$ cat src/assert_macros.svh
// assertion macros used by the top-level rtl file
`ifndef ASSERT_MACROS_SVH
`define ASSERT_MACROS_SVH

`ifndef SYNTH
`define ASSERT_IMPLIES(name, ck, rn, ante, cons) \
    name: assert property (@(posedge ck) disable iff (!rn) (ante) |-> (cons)) \
        else $error("assertion failed");
`define ASSERT_NEXT(name, ck, rn, ante, cons) \
    name: assert property (@(posedge ck) disable iff (!rn) (ante) |=> (cons)) \
        else $error("assertion failed");
`else
`define ASSERT_IMPLIES(name, ck, rn, ante, cons)
`define ASSERT_NEXT(name, ck, rn, ante, cons)
`endif

`endif

$ cat src/bmoc_pkg.sv
// types, codes and constants of the bitmask overlap counter
`default_nettype none

package bmoc_pkg;

    localparam int MAX_DIM_DEF = 64;

    localparam int FUNC_W    = 2;
    localparam int COORD_W   = 6;
    localparam int OFS_W     = 8;
    localparam int DIM_W     = 7;
    localparam int COUNT_W   = 13;
    localparam int CFG_IDX_W = 2;
    localparam int BOUND_W   = 10;

    localparam logic [FUNC_W-1:0] FUNC_WRITE_A = 2'd0;
    localparam logic [FUNC_W-1:0] FUNC_WRITE_B = 2'd1;
    localparam logic [FUNC_W-1:0] FUNC_COMPUTE = 2'd2;

    localparam logic [CFG_IDX_W-1:0] CFG_A_WIDTH  = 2'd0;
    localparam logic [CFG_IDX_W-1:0] CFG_A_HEIGHT = 2'd1;
    localparam logic [CFG_IDX_W-1:0] CFG_B_WIDTH  = 2'd2;
    localparam logic [CFG_IDX_W-1:0] CFG_B_HEIGHT = 2'd3;

    localparam logic [DIM_W-1:0] DIM_RESET = 7'd64;

    typedef enum logic [1:0] {
        ST_IDLE,
        ST_SCAN,
        ST_FLUSH
    } state_t;

    typedef struct packed {
        logic write_a;
        logic write_b;
        logic start;
        logic load_zero;
        logic step;
        logic finish;
    } cmd_t;

    typedef struct packed {
        logic empty;
        logic last_row;
        logic pipe_busy;
    } status_t;

endpackage

`default_nettype wire

$ cat src/bmoc_ctrl.sv
// control state machine: beat acceptance, row scan sequencing, result register valid
`default_nettype none

module bmoc_ctrl
    import bmoc_pkg::*;
(
    input  logic              clk,
    input  logic              rst_n,
    input  logic              req_valid,
    input  logic [FUNC_W-1:0] func,
    output logic              req_stall,
    output logic              rsp_valid,
    input  logic              rsp_stall,
    input  status_t           status,
    output cmd_t              cmd
);

    state_t state_reg, state_next;
    logic   rsp_valid_reg, rsp_valid_next;
    logic   accept, is_compute;

    always_ff @(posedge clk or negedge rst_n)
    begin
        if (!rst_n)
        begin
            state_reg     <= ST_IDLE;
            rsp_valid_reg <= 1'b0;
        end
        else
        begin
            state_reg     <= state_next;
            rsp_valid_reg <= rsp_valid_next;
        end
    end

    assign is_compute = (func == FUNC_COMPUTE);
    assign accept     = req_valid && !req_stall;

    // next state
    always_comb
    begin
        state_next = state_reg;
        case (state_reg)
            ST_IDLE:
            begin
                if (accept && is_compute && !status.empty)
                begin
                    state_next = ST_SCAN;
                end
            end
            ST_SCAN:
            begin
                if (status.last_row)
                begin
                    state_next = ST_FLUSH;
                end
            end
            ST_FLUSH:
            begin
                if (!status.pipe_busy)
                begin
                    state_next = ST_IDLE;
                end
            end
            default:
            begin
                state_next = ST_IDLE;
            end
        endcase
    end

    // outputs
    always_comb
    begin
        cmd           = '0;
        req_stall     = 1'b1;
        case (state_reg)
            ST_IDLE:
            begin
                req_stall     = rsp_valid_reg && is_compute;
                cmd.write_a   = accept && (func == FUNC_WRITE_A);
                cmd.write_b   = accept && (func == FUNC_WRITE_B);
                cmd.start     = accept && is_compute && !status.empty;
                cmd.load_zero = accept && is_compute && status.empty;
            end
            ST_SCAN:
            begin
                cmd.step = 1'b1;
            end
            ST_FLUSH:
            begin
                cmd.finish = !status.pipe_busy;
            end
            default:
            begin
                req_stall = 1'b1;
            end
        endcase
        rsp_valid_next = (rsp_valid_reg && rsp_stall) || cmd.finish || cmd.load_zero;
    end

    assign rsp_valid = rsp_valid_reg;

endmodule

`default_nettype wire

$ cat config.mk
export PLATFORM = sky130hd
export DESIGN_NAME = bmoc_ctrl
export DESIGN_NICKNAME = d
export VERILOG_FILES = /design/src/assert_macros.svh /design/src/bmoc_pkg.sv /design/src/bmoc_ctrl.sv
export SDC_FILE = /design/constraint.sdc
export NUM_CORES = 1
export LEC_CHECK = 0
export CAP_MARGIN = 10
export CORE_AREA = 4 4 41 43
export DETAILED_ROUTE_END_ITERATION = 16
export DIE_AREA = 0 0 45 47
export DONT_BUFFER_PORTS = 1
export PLACE_DENSITY = 0.4
export SYNTH_ARGS = -nofsm -noshare
export SYNTH_HDL_FRONTEND = slang
export SYNTH_SLANG_ARGS = --single-unit
$ cat constraint.sdc
create_clock -name clk -period 4.9 [get_ports clk]
set_input_delay 1.47 -clock clk [delete_from_list [all_inputs] [get_ports clk]]
set_output_delay 1.47 -clock clk [all_outputs]
set_load 0.01 [all_outputs]
==> out/summary.txt, run 1 <==
Post-synth top area share -> 0.357
Slowest CP cell -> or3b_4
Crit path max-delay family -> simple AND/OR/NAND/NOR gates
Core area -> 1300 um2
Hold crit path type -> flip-flop to flip-flop
Overall power -> 88.3 uW
WHS Path Cells -> 1
Post-DR wirelength/cell -> 15.0 um
Sw Ratio -> 0.279
Clk pwr share -> 0.492
CP max FO -> 4
Reg2Reg Depth -> 3
Post-synth cell types -> 16
Sequential Power Share -> 0.359
#FFs+latches synth -> 3
Share of cells above drive strength 1 -> 0.292
Max Clock Freq -> 271 MHz
Antenna Cells -> 0
Vias in the first global route -> 233
DRT met1 WL -> 240 um
Post-CTS Setup Inserts -> 0
Buf/Inv on CP -> 0
CTS Root Cell -> clkbuf_4
Starting DRT DRC Count -> 3
Data required, critical path -> 3.43 ns
Internal -> 63.7 uW
Post-route cell area -> 248 um2
Remaining antenna violation count after routing -> 0
Max-cap violations -> 0
Placer Congestion -> 0.736
Final Worst Setup Slack -> 1.21 ns
Clock buffer depth -> 2
Worst-margin pin slew -> 0.528 ns
Combinational share of power -> 0.149
Final net count -> 34
H-tree lvl count -> 1
Post-route clock period utilization -> 0.753
Pwr Density -> 356 nW/um2
WP depth -> 3
XOR/XNOR Fraction of Synth Area -> 0
Adder-Cell Fraction of Synth Area -> 0
Top layer reached by signal wires -> met4
Remaining DRCs -> 0
Simple-gate portion of the synthesized area -> 0.411
WL final -> 584 um
Cts hold-fix bufs -> 0
CTS tree -> built
Largest net degree at the start of global routing -> 6
Setup TNS -> 0 ns
Die ar. -> 2120 um2
Yosys warns -> 0
Final Util -> 0.190
Slew headroom -> 0.648
Worst Clk Skew -> 0.0000558 ns
Layout area overhead -> 17.9%
Initial antenna violation count -> 0
Compound-Gate Fraction of Synth Area -> 0.161
Syn Inst Count -> 21
Clock transition at path regs -> 0.04 ns
Status -> finished clean
All-layer global routing usage -> 0.0759
Max-slew violations -> 0
Multiplexer area fraction after synthesis -> 0
Crit end category -> output port
Setup-violating endpoint count in the final report -> 0
Peak supply drop -> 0.000139 V
Mapped Area -> 210 um2
Psw -> 24.6 uW
Max reg flops -> 2
DR WL met2 -> 191 um
Via density -> 4.69
Die H -> 47 um
First-pass GRT wire length -> 1.05 mm
Total number of vias -> 183
Drt pass-1 iters -> 4
Fin. Hold Viols -> 0
Static leakage -> 0.107 nW
Seq/Total Area, Yosys -> 0.357
DP Worst Slack -> 1.21 ns
Largest stage delay, worst path -> 0.40 ns
Min Tclk post-route -> 3.69 ns
Largest area contributor in the netlist -> dfrtp_1
Post-synth net total -> 30
CTS Sinks -> 3
TritonCTS Buffers -> 3
Setup CP Type -> primary input to output port
PortBufs -> 0
WP data arrival -> 2.22 ns
Initial Util -> 0.162
RSZ-0062 raised after global routing -> no
FP Rows -> 13
Type of origin of the critical path -> primary input
DP Cell Count -> 35
I/O Pins -> 17
Worst-Skew Late Latency -> 0.23 ns
Met3 WL -> 143 um
Fin Hold WS -> 0.550 ns
Syn Area/Cell -> 10.0 um2
Global route overflow -> 0
Crit-path cells -> or3b_4 > nor3_2 > and2_1
Placed cell area -> 221 um2
CTS resizes -> 0
Die X -> 45 um
Ranking of synthesized cells by area -> dfrtp_1, nor4_4, a221o_2
Fin cells -> 39
Largest family of logic cells by synthesized area -> simple AND/OR/NAND/NOR gates
==> layout by cell type, fill, tap and decap left out <==
| master | n |
|---|---|
| nor3_1 | 2 |
| a221o_2 | 1 |
| nor3_2 | 1 |
| dfrtp_1 | 3 |
| inv_1 | 2 |
| nor3b_1 | 1 |
| a21o_1 | 1 |
| o21ai_0 | 1 |
| or3b_4 | 1 |
| clkbuf_4 | 3 |
| clkbuf_1 | 1 |
| nand2_1 | 2 |
| nand2b_1 | 1 |
| a311o_1 | 1 |
| and2_1 | 1 |
| nor4_4 | 1 |
| nor2b_1 | 1 |
==> cell type report <==
cell class / instances / area (um2)
fill: 147 / 1050
multi-input combinational: 15 / 120
sequential: 3 / 75.1
clock buffer: 4 / 26.3
tap: 15 / 18.8
inverter: 2 / 7.51
==> cell usage after synthesis <==
cell and number:
nand2b_1 1, dfrtp_1 3, nor3b_1 1, o21ai_0 1
nor3_2 1, or3b_4 1, a221o_2 1, nor4_4 1
nand2_1 2, nor3_1 2, nor2b_1 1, buf_4 1
and2_1 1, inv_1 2, a311o_1 1, a21o_1 1
==> logic make-up after synthesis <==
group / Yosys count
compound gates: 4
buf+inv: 3
flops: 3
simple gates: 11
==> per-layer routing <==
| layer | GRT usage | vias to the layer above |
|---|---|---|
| li1 | - | 81 |
| met1 | 0.0799 | 82 |
| met2 | 0.0932 | 18 |
| met3 | 0.0728 | 2 |
| met4 | 0.0526 | 0 |
| met5 | 0 | - |
==> power by group through the flow <==
stage	clock [mW]	sequential [mW]	combinational [mW]
6_report	0.0435	0.0317	0.0131
5_1_grt	0.0497	0.0325	0.0148
4_1_cts	0.0453	0.0317	0.0135
3_5_place_dp	0	0.0320	0.0133
3_3_place_gp	0	0.0317	0.0129
2_1_floorplan	0	0.0309	0.0125
==> path summary, 6_finish.rpt <==
check / slack, ns / endpoint / from
worst max-delay path: 1.21 / cmd[2] / req_valid
worst min-delay path: 0.55 / state_reg[1] / state_reg[0]
worst max register to register: 3.59 / state_reg[0] / state_reg[0]
worst min register to register: 0.55 / state_reg[1] / state_reg[0]
max in group asynchronous: 3.90 / rsp_valid / rst_n
min in group asynchronous: 0.93 / state_reg[1] / rst_n
No activity file was read; power rests on OpenSTA's default activity.
==> inputs of run 2 (changes only) <==
PLACE_DENSITY = 0.41   (was 0.4)
clock period = 3 ns   (was 4.9 ns; I/O delays follow)
==> out/summary.txt, run 2 (synthesis gave the netlist of run 1 again) <==
Status -> finished clean
Most frequent cells in the layout -> clkbuf_4, dfrtp_1, inv_1, nor3_1, nand2_1
Post-DP HPWL -> 509 um
Multi-input logic area -> 120 um2
Clock transition at path regs -> 0.04 ns
WP data arrival -> 1.66 ns
Max-cap violations -> 0
Sw Ratio -> 0.278
Slowest CP cell -> or3b_4
CTS resizes -> 0
Data required, critical path -> 2.10 ns
Max reg flops -> 2
Post-DR wirelength/cell -> 16.0 um
Peak supply drop -> 0.0000889 V
Reg2Reg Depth -> 3
Global route overflow -> 0
Combinational share of power -> 0.151
Top layer reached by signal wires -> met4
H-tree lvl count -> 1
FP Rows -> 13
PortBufs -> 0
Min Tclk post-route -> 2.56 ns
Clock buffer depth -> 2
Share of cells above drive strength 1 -> 0.292
Antenna Cells -> 0
FF+latch area -> 75.1 um2
Worst Clk Skew -> 0.00105 ns
Core area -> 1300 um2
Total number of vias -> 185
Hold crit path type -> primary input to async pin
CP max FO -> 4
Vias in the first global route -> 207
All-layer global routing usage -> 0.0712
Clk pwr share -> 0.489
Setup CP Type -> primary input to output port
Die ar. -> 2120 um2
Die X -> 45 um
Largest net degree at the start of global routing -> 6
Crit-path cells -> or3b_4 > nor3_2 > and2_1
Initial antenna violation count -> 0
Setup TNS -> 0 ns
Cts hold-fix bufs -> 0
Initial Util -> 0.162
Fin. Hold Viols -> 0
Type of origin of the critical path -> primary input
DRT met1 WL -> 205 um
Setup-violating endpoint count in the final report -> 0
Slew headroom -> 0.559
Layout area overhead -> 17.9%
DR WL met2 -> 212 um
Met3 WL -> 189 um
I/O Pins -> 17
Worst-margin pin slew -> 0.660 ns
Placer Congestion -> 0.740
Fillers -> 153
Via density -> 4.74
Starting DRT DRC Count -> 1
Max Clock Freq -> 391 MHz
Max-slew violations -> 0
Overall power -> 144 uW
Die H -> 47 um
Static leakage -> 0.107 nW
Remaining DRCs -> 0
Remaining antenna violation count after routing -> 0
CTS Sinks -> 3
First-pass GRT wire length -> 924 um
Post-route clock period utilization -> 0.853
Largest stage delay, worst path -> 0.39 ns
Post-CTS Setup Inserts -> 0
Psw -> 40.1 uW
Sequential Power Share -> 0.360
WL final -> 624 um
CTS Root Cell -> clkbuf_4
Internal -> 104 uW
TritonCTS Buffers -> 3
Final net count -> 34
Worst-Skew Late Latency -> 0.23 ns
Crit end category -> output port
RSZ-0062 raised after global routing -> no
Pwr Density -> 582 nW/um2
CTS tree -> built
Drt pass-1 iters -> 4
-- run 2: critical path: cells and delay by family --
kind | cells | cell delay [ns]
and+or+nand+nor | 3 | 0.76
-- run 2: power by group through the flow --
stage | logic [mW] | clock network, mW | registers, mW
after floorplan | 0.0204 | 0 | 0.0505
after global placement | 0.0213 | 0 | 0.0515
after detailed placement | 0.0217 | 0 | 0.0522
after CTS | 0.0219 | 0.0747 | 0.0518
after global routing | 0.0235 | 0.0769 | 0.0526
final | 0.0218 | 0.0705 | 0.0518
-- run 2: area by class of cell --
class                   count  share of cell area
multi-input cells          15               0.485
flip-flops and latches      3               0.303
clock buffers               4               0.106
well taps                  15              0.0758
inverters                   2              0.0303
-- run 2: path summary, 6_finish.rpt --
| check | from | to | slack, ns |
|---|---|---|---|
| min in group clk | state_reg[0] | state_reg[1] | 0.55 |
| worst max register to register | state_reg[0] | state_reg[0] | 1.68 |
| worst min-delay path | rst_n | state_reg[0] | 0.36 |
| worst max-delay path | req_valid | cmd[2] | 0.44 |
| max in group asynchronous | rst_n | state_reg[1] | 2.57 |
| worst min register to register | state_reg[0] | state_reg[1] | 0.55 |
-- run 2: metal layers --
layer / global-route usage / vias up
met5: 0 / -
li1: - / 82
met4: 0.0877 / 0
met3: 0.0958 / 2
met2: 0.0706 / 22
met1: 0.0571 / 79
-- run 2: stage by stage --
step                      hold WS, ns  instance area, um2  instances  utilization  worst slack, ns
after floorplan                 0.495                 210         21            -            0.501
after global placement          0.525                 221         35        0.170            0.471
after detailed placement        0.539                 221         35        0.170            0.431
after CTS                       0.354                 248         39        0.190            0.431
after global routing            0.349                 248         39        0.190            0.426
final                           0.363                 248         39        0.190            0.440
==> inputs of run 3 (changes only) <==
MAX_ROUTING_LAYER = met4   (was not set)
==> out/summary.txt, run 3 (synthesis gave the netlist of run 1 again) <==
Peak supply drop -> 0.0000888 V
Most frequent cells in the layout -> clkbuf_4, dfrtp_1, inv_1, nor3_1, nand2_1
Post-route clock period utilization -> 0.853
Max-cap violations -> 0
Vias in the first global route -> 207
First-pass GRT wire length -> 924 um
Drt pass-1 iters -> 4
Die H -> 47 um
Initial Util -> 0.162
All-layer global routing usage -> 0.0735
Type of origin of the critical path -> primary input
Starting DRT DRC Count -> 3
Max reg flops -> 2
H-tree lvl count -> 1
PortBufs -> 0
Clock buffer depth -> 2
CTS Sinks -> 3
Hold crit path type -> primary input to async pin
Global route overflow -> 0
Die ar. -> 2120 um2
Layout area overhead -> 17.9%
Post-DR wirelength/cell -> 16.0 um
CP max FO -> 4
WP data arrival -> 1.66 ns
Die X -> 45 um
Placer Congestion -> 0.749
FP Rows -> 13
Min Tclk post-route -> 2.56 ns
Max Clock Freq -> 391 MHz
Remaining antenna violation count after routing -> 0
Post-CTS Setup Inserts -> 0
TritonCTS Buffers -> 3
Fin cells -> 39
Slew headroom -> 0.551
Worst-margin pin slew -> 0.673 ns
DP Cell Count -> 35
Remaining DRCs -> 0
Max-slew violations -> 0
Fin. Hold Viols -> 0
RSZ-0062 raised after global routing -> no
CTS resizes -> 0
Status -> finished clean
Share of cells above drive strength 1 -> 0.292
Cts hold-fix bufs -> 0
Final net count -> 34
Clock transition at path regs -> 0.04 ns
Initial antenna violation count -> 0
I/O Pins -> 17
Largest net degree at the start of global routing -> 6
Post-DP HPWL -> 509 um
Worst-Skew Late Latency -> 0.23 ns
Setup-violating endpoint count in the final report -> 0
Setup TNS -> 0 ns
CTS Root Cell -> clkbuf_4
Antenna Cells -> 0
Pwr Density -> 582 nW/um2
Static leakage -> 0.107 nW
Core area -> 1300 um2
CTS tree -> built
Total number of vias -> 182
Fin Hold WS -> 0.364 ns
WL final -> 625 um
Worst Clk Skew -> 0.00105 ns
Data required, critical path -> 2.10 ns
Crit end category -> output port
Setup CP Type -> primary input to output port
Via density -> 4.67
-- run 3: cell counts in the layout (fill, tap and decap cells not counted) --
Identical to the previous run, type by type.
-- run 3: layer usage --
metal	GRT usage	wire, um	vias to the layer above	part of all wire
met1	0.0662	224	78	0.36
met4	0.0877	17	0	0.027
met3	0.0805	172	2	0.28
met5	-	0	-	0
met2	0.0706	211	20	0.34
li1	-	-	82	-
-- run 3: per-stage QoR --
stage	util	total power [mW]	setup WS (ns)	area (um2)
2_1_floorplan	-	0.0709	0.501	210
3_3_place_gp	0.170	0.0728	0.471	221
3_5_place_dp	0.170	0.0739	0.431	221
4_1_cts	0.190	0.148	0.431	248
5_1_grt	0.190	0.153	0.426	248
6_report	0.190	0.144	0.440	248
-- run 3: path summary, 6_finish.rpt --
check	slack, ns	start	end	depth (start not counted)
setup / recovery	0.44	req_valid	cmd[2]	3
hold / removal	0.36	rst_n	state_reg[0]	0
setup reg to reg	1.68	state_reg[0]	state_reg[0]	3
hold reg to reg	0.55	state_reg[0]	state_reg[1]	1
max in group asynchronous	2.57	rst_n	state_reg[1]	0
min in group clk	0.55	state_reg[0]	state_reg[1]	1
-- run 3: critical path, stage by stage --
cell and delay [ns]:
or3b_4 0.39, nor3_2 0.16, and2_1 0.21
-- run 3: final cells by class --
type / count / area, um2
clock buffers: 4 / 26.3
multi-input cells: 15 / 120
well taps: 15 / 18.8
fillers: 153 / 1050
flip-flops and latches: 3 / 75.1
inverters: 2 / 7.51
-- run 3: where the power goes --
part | internal, mW | switching [mW]
Combinational | 0.00979 | 0.0120
Sequential | 0.0444 | 0.00756
Clock | 0.0498 | 0.0207
Total | 0.104 | 0.0402
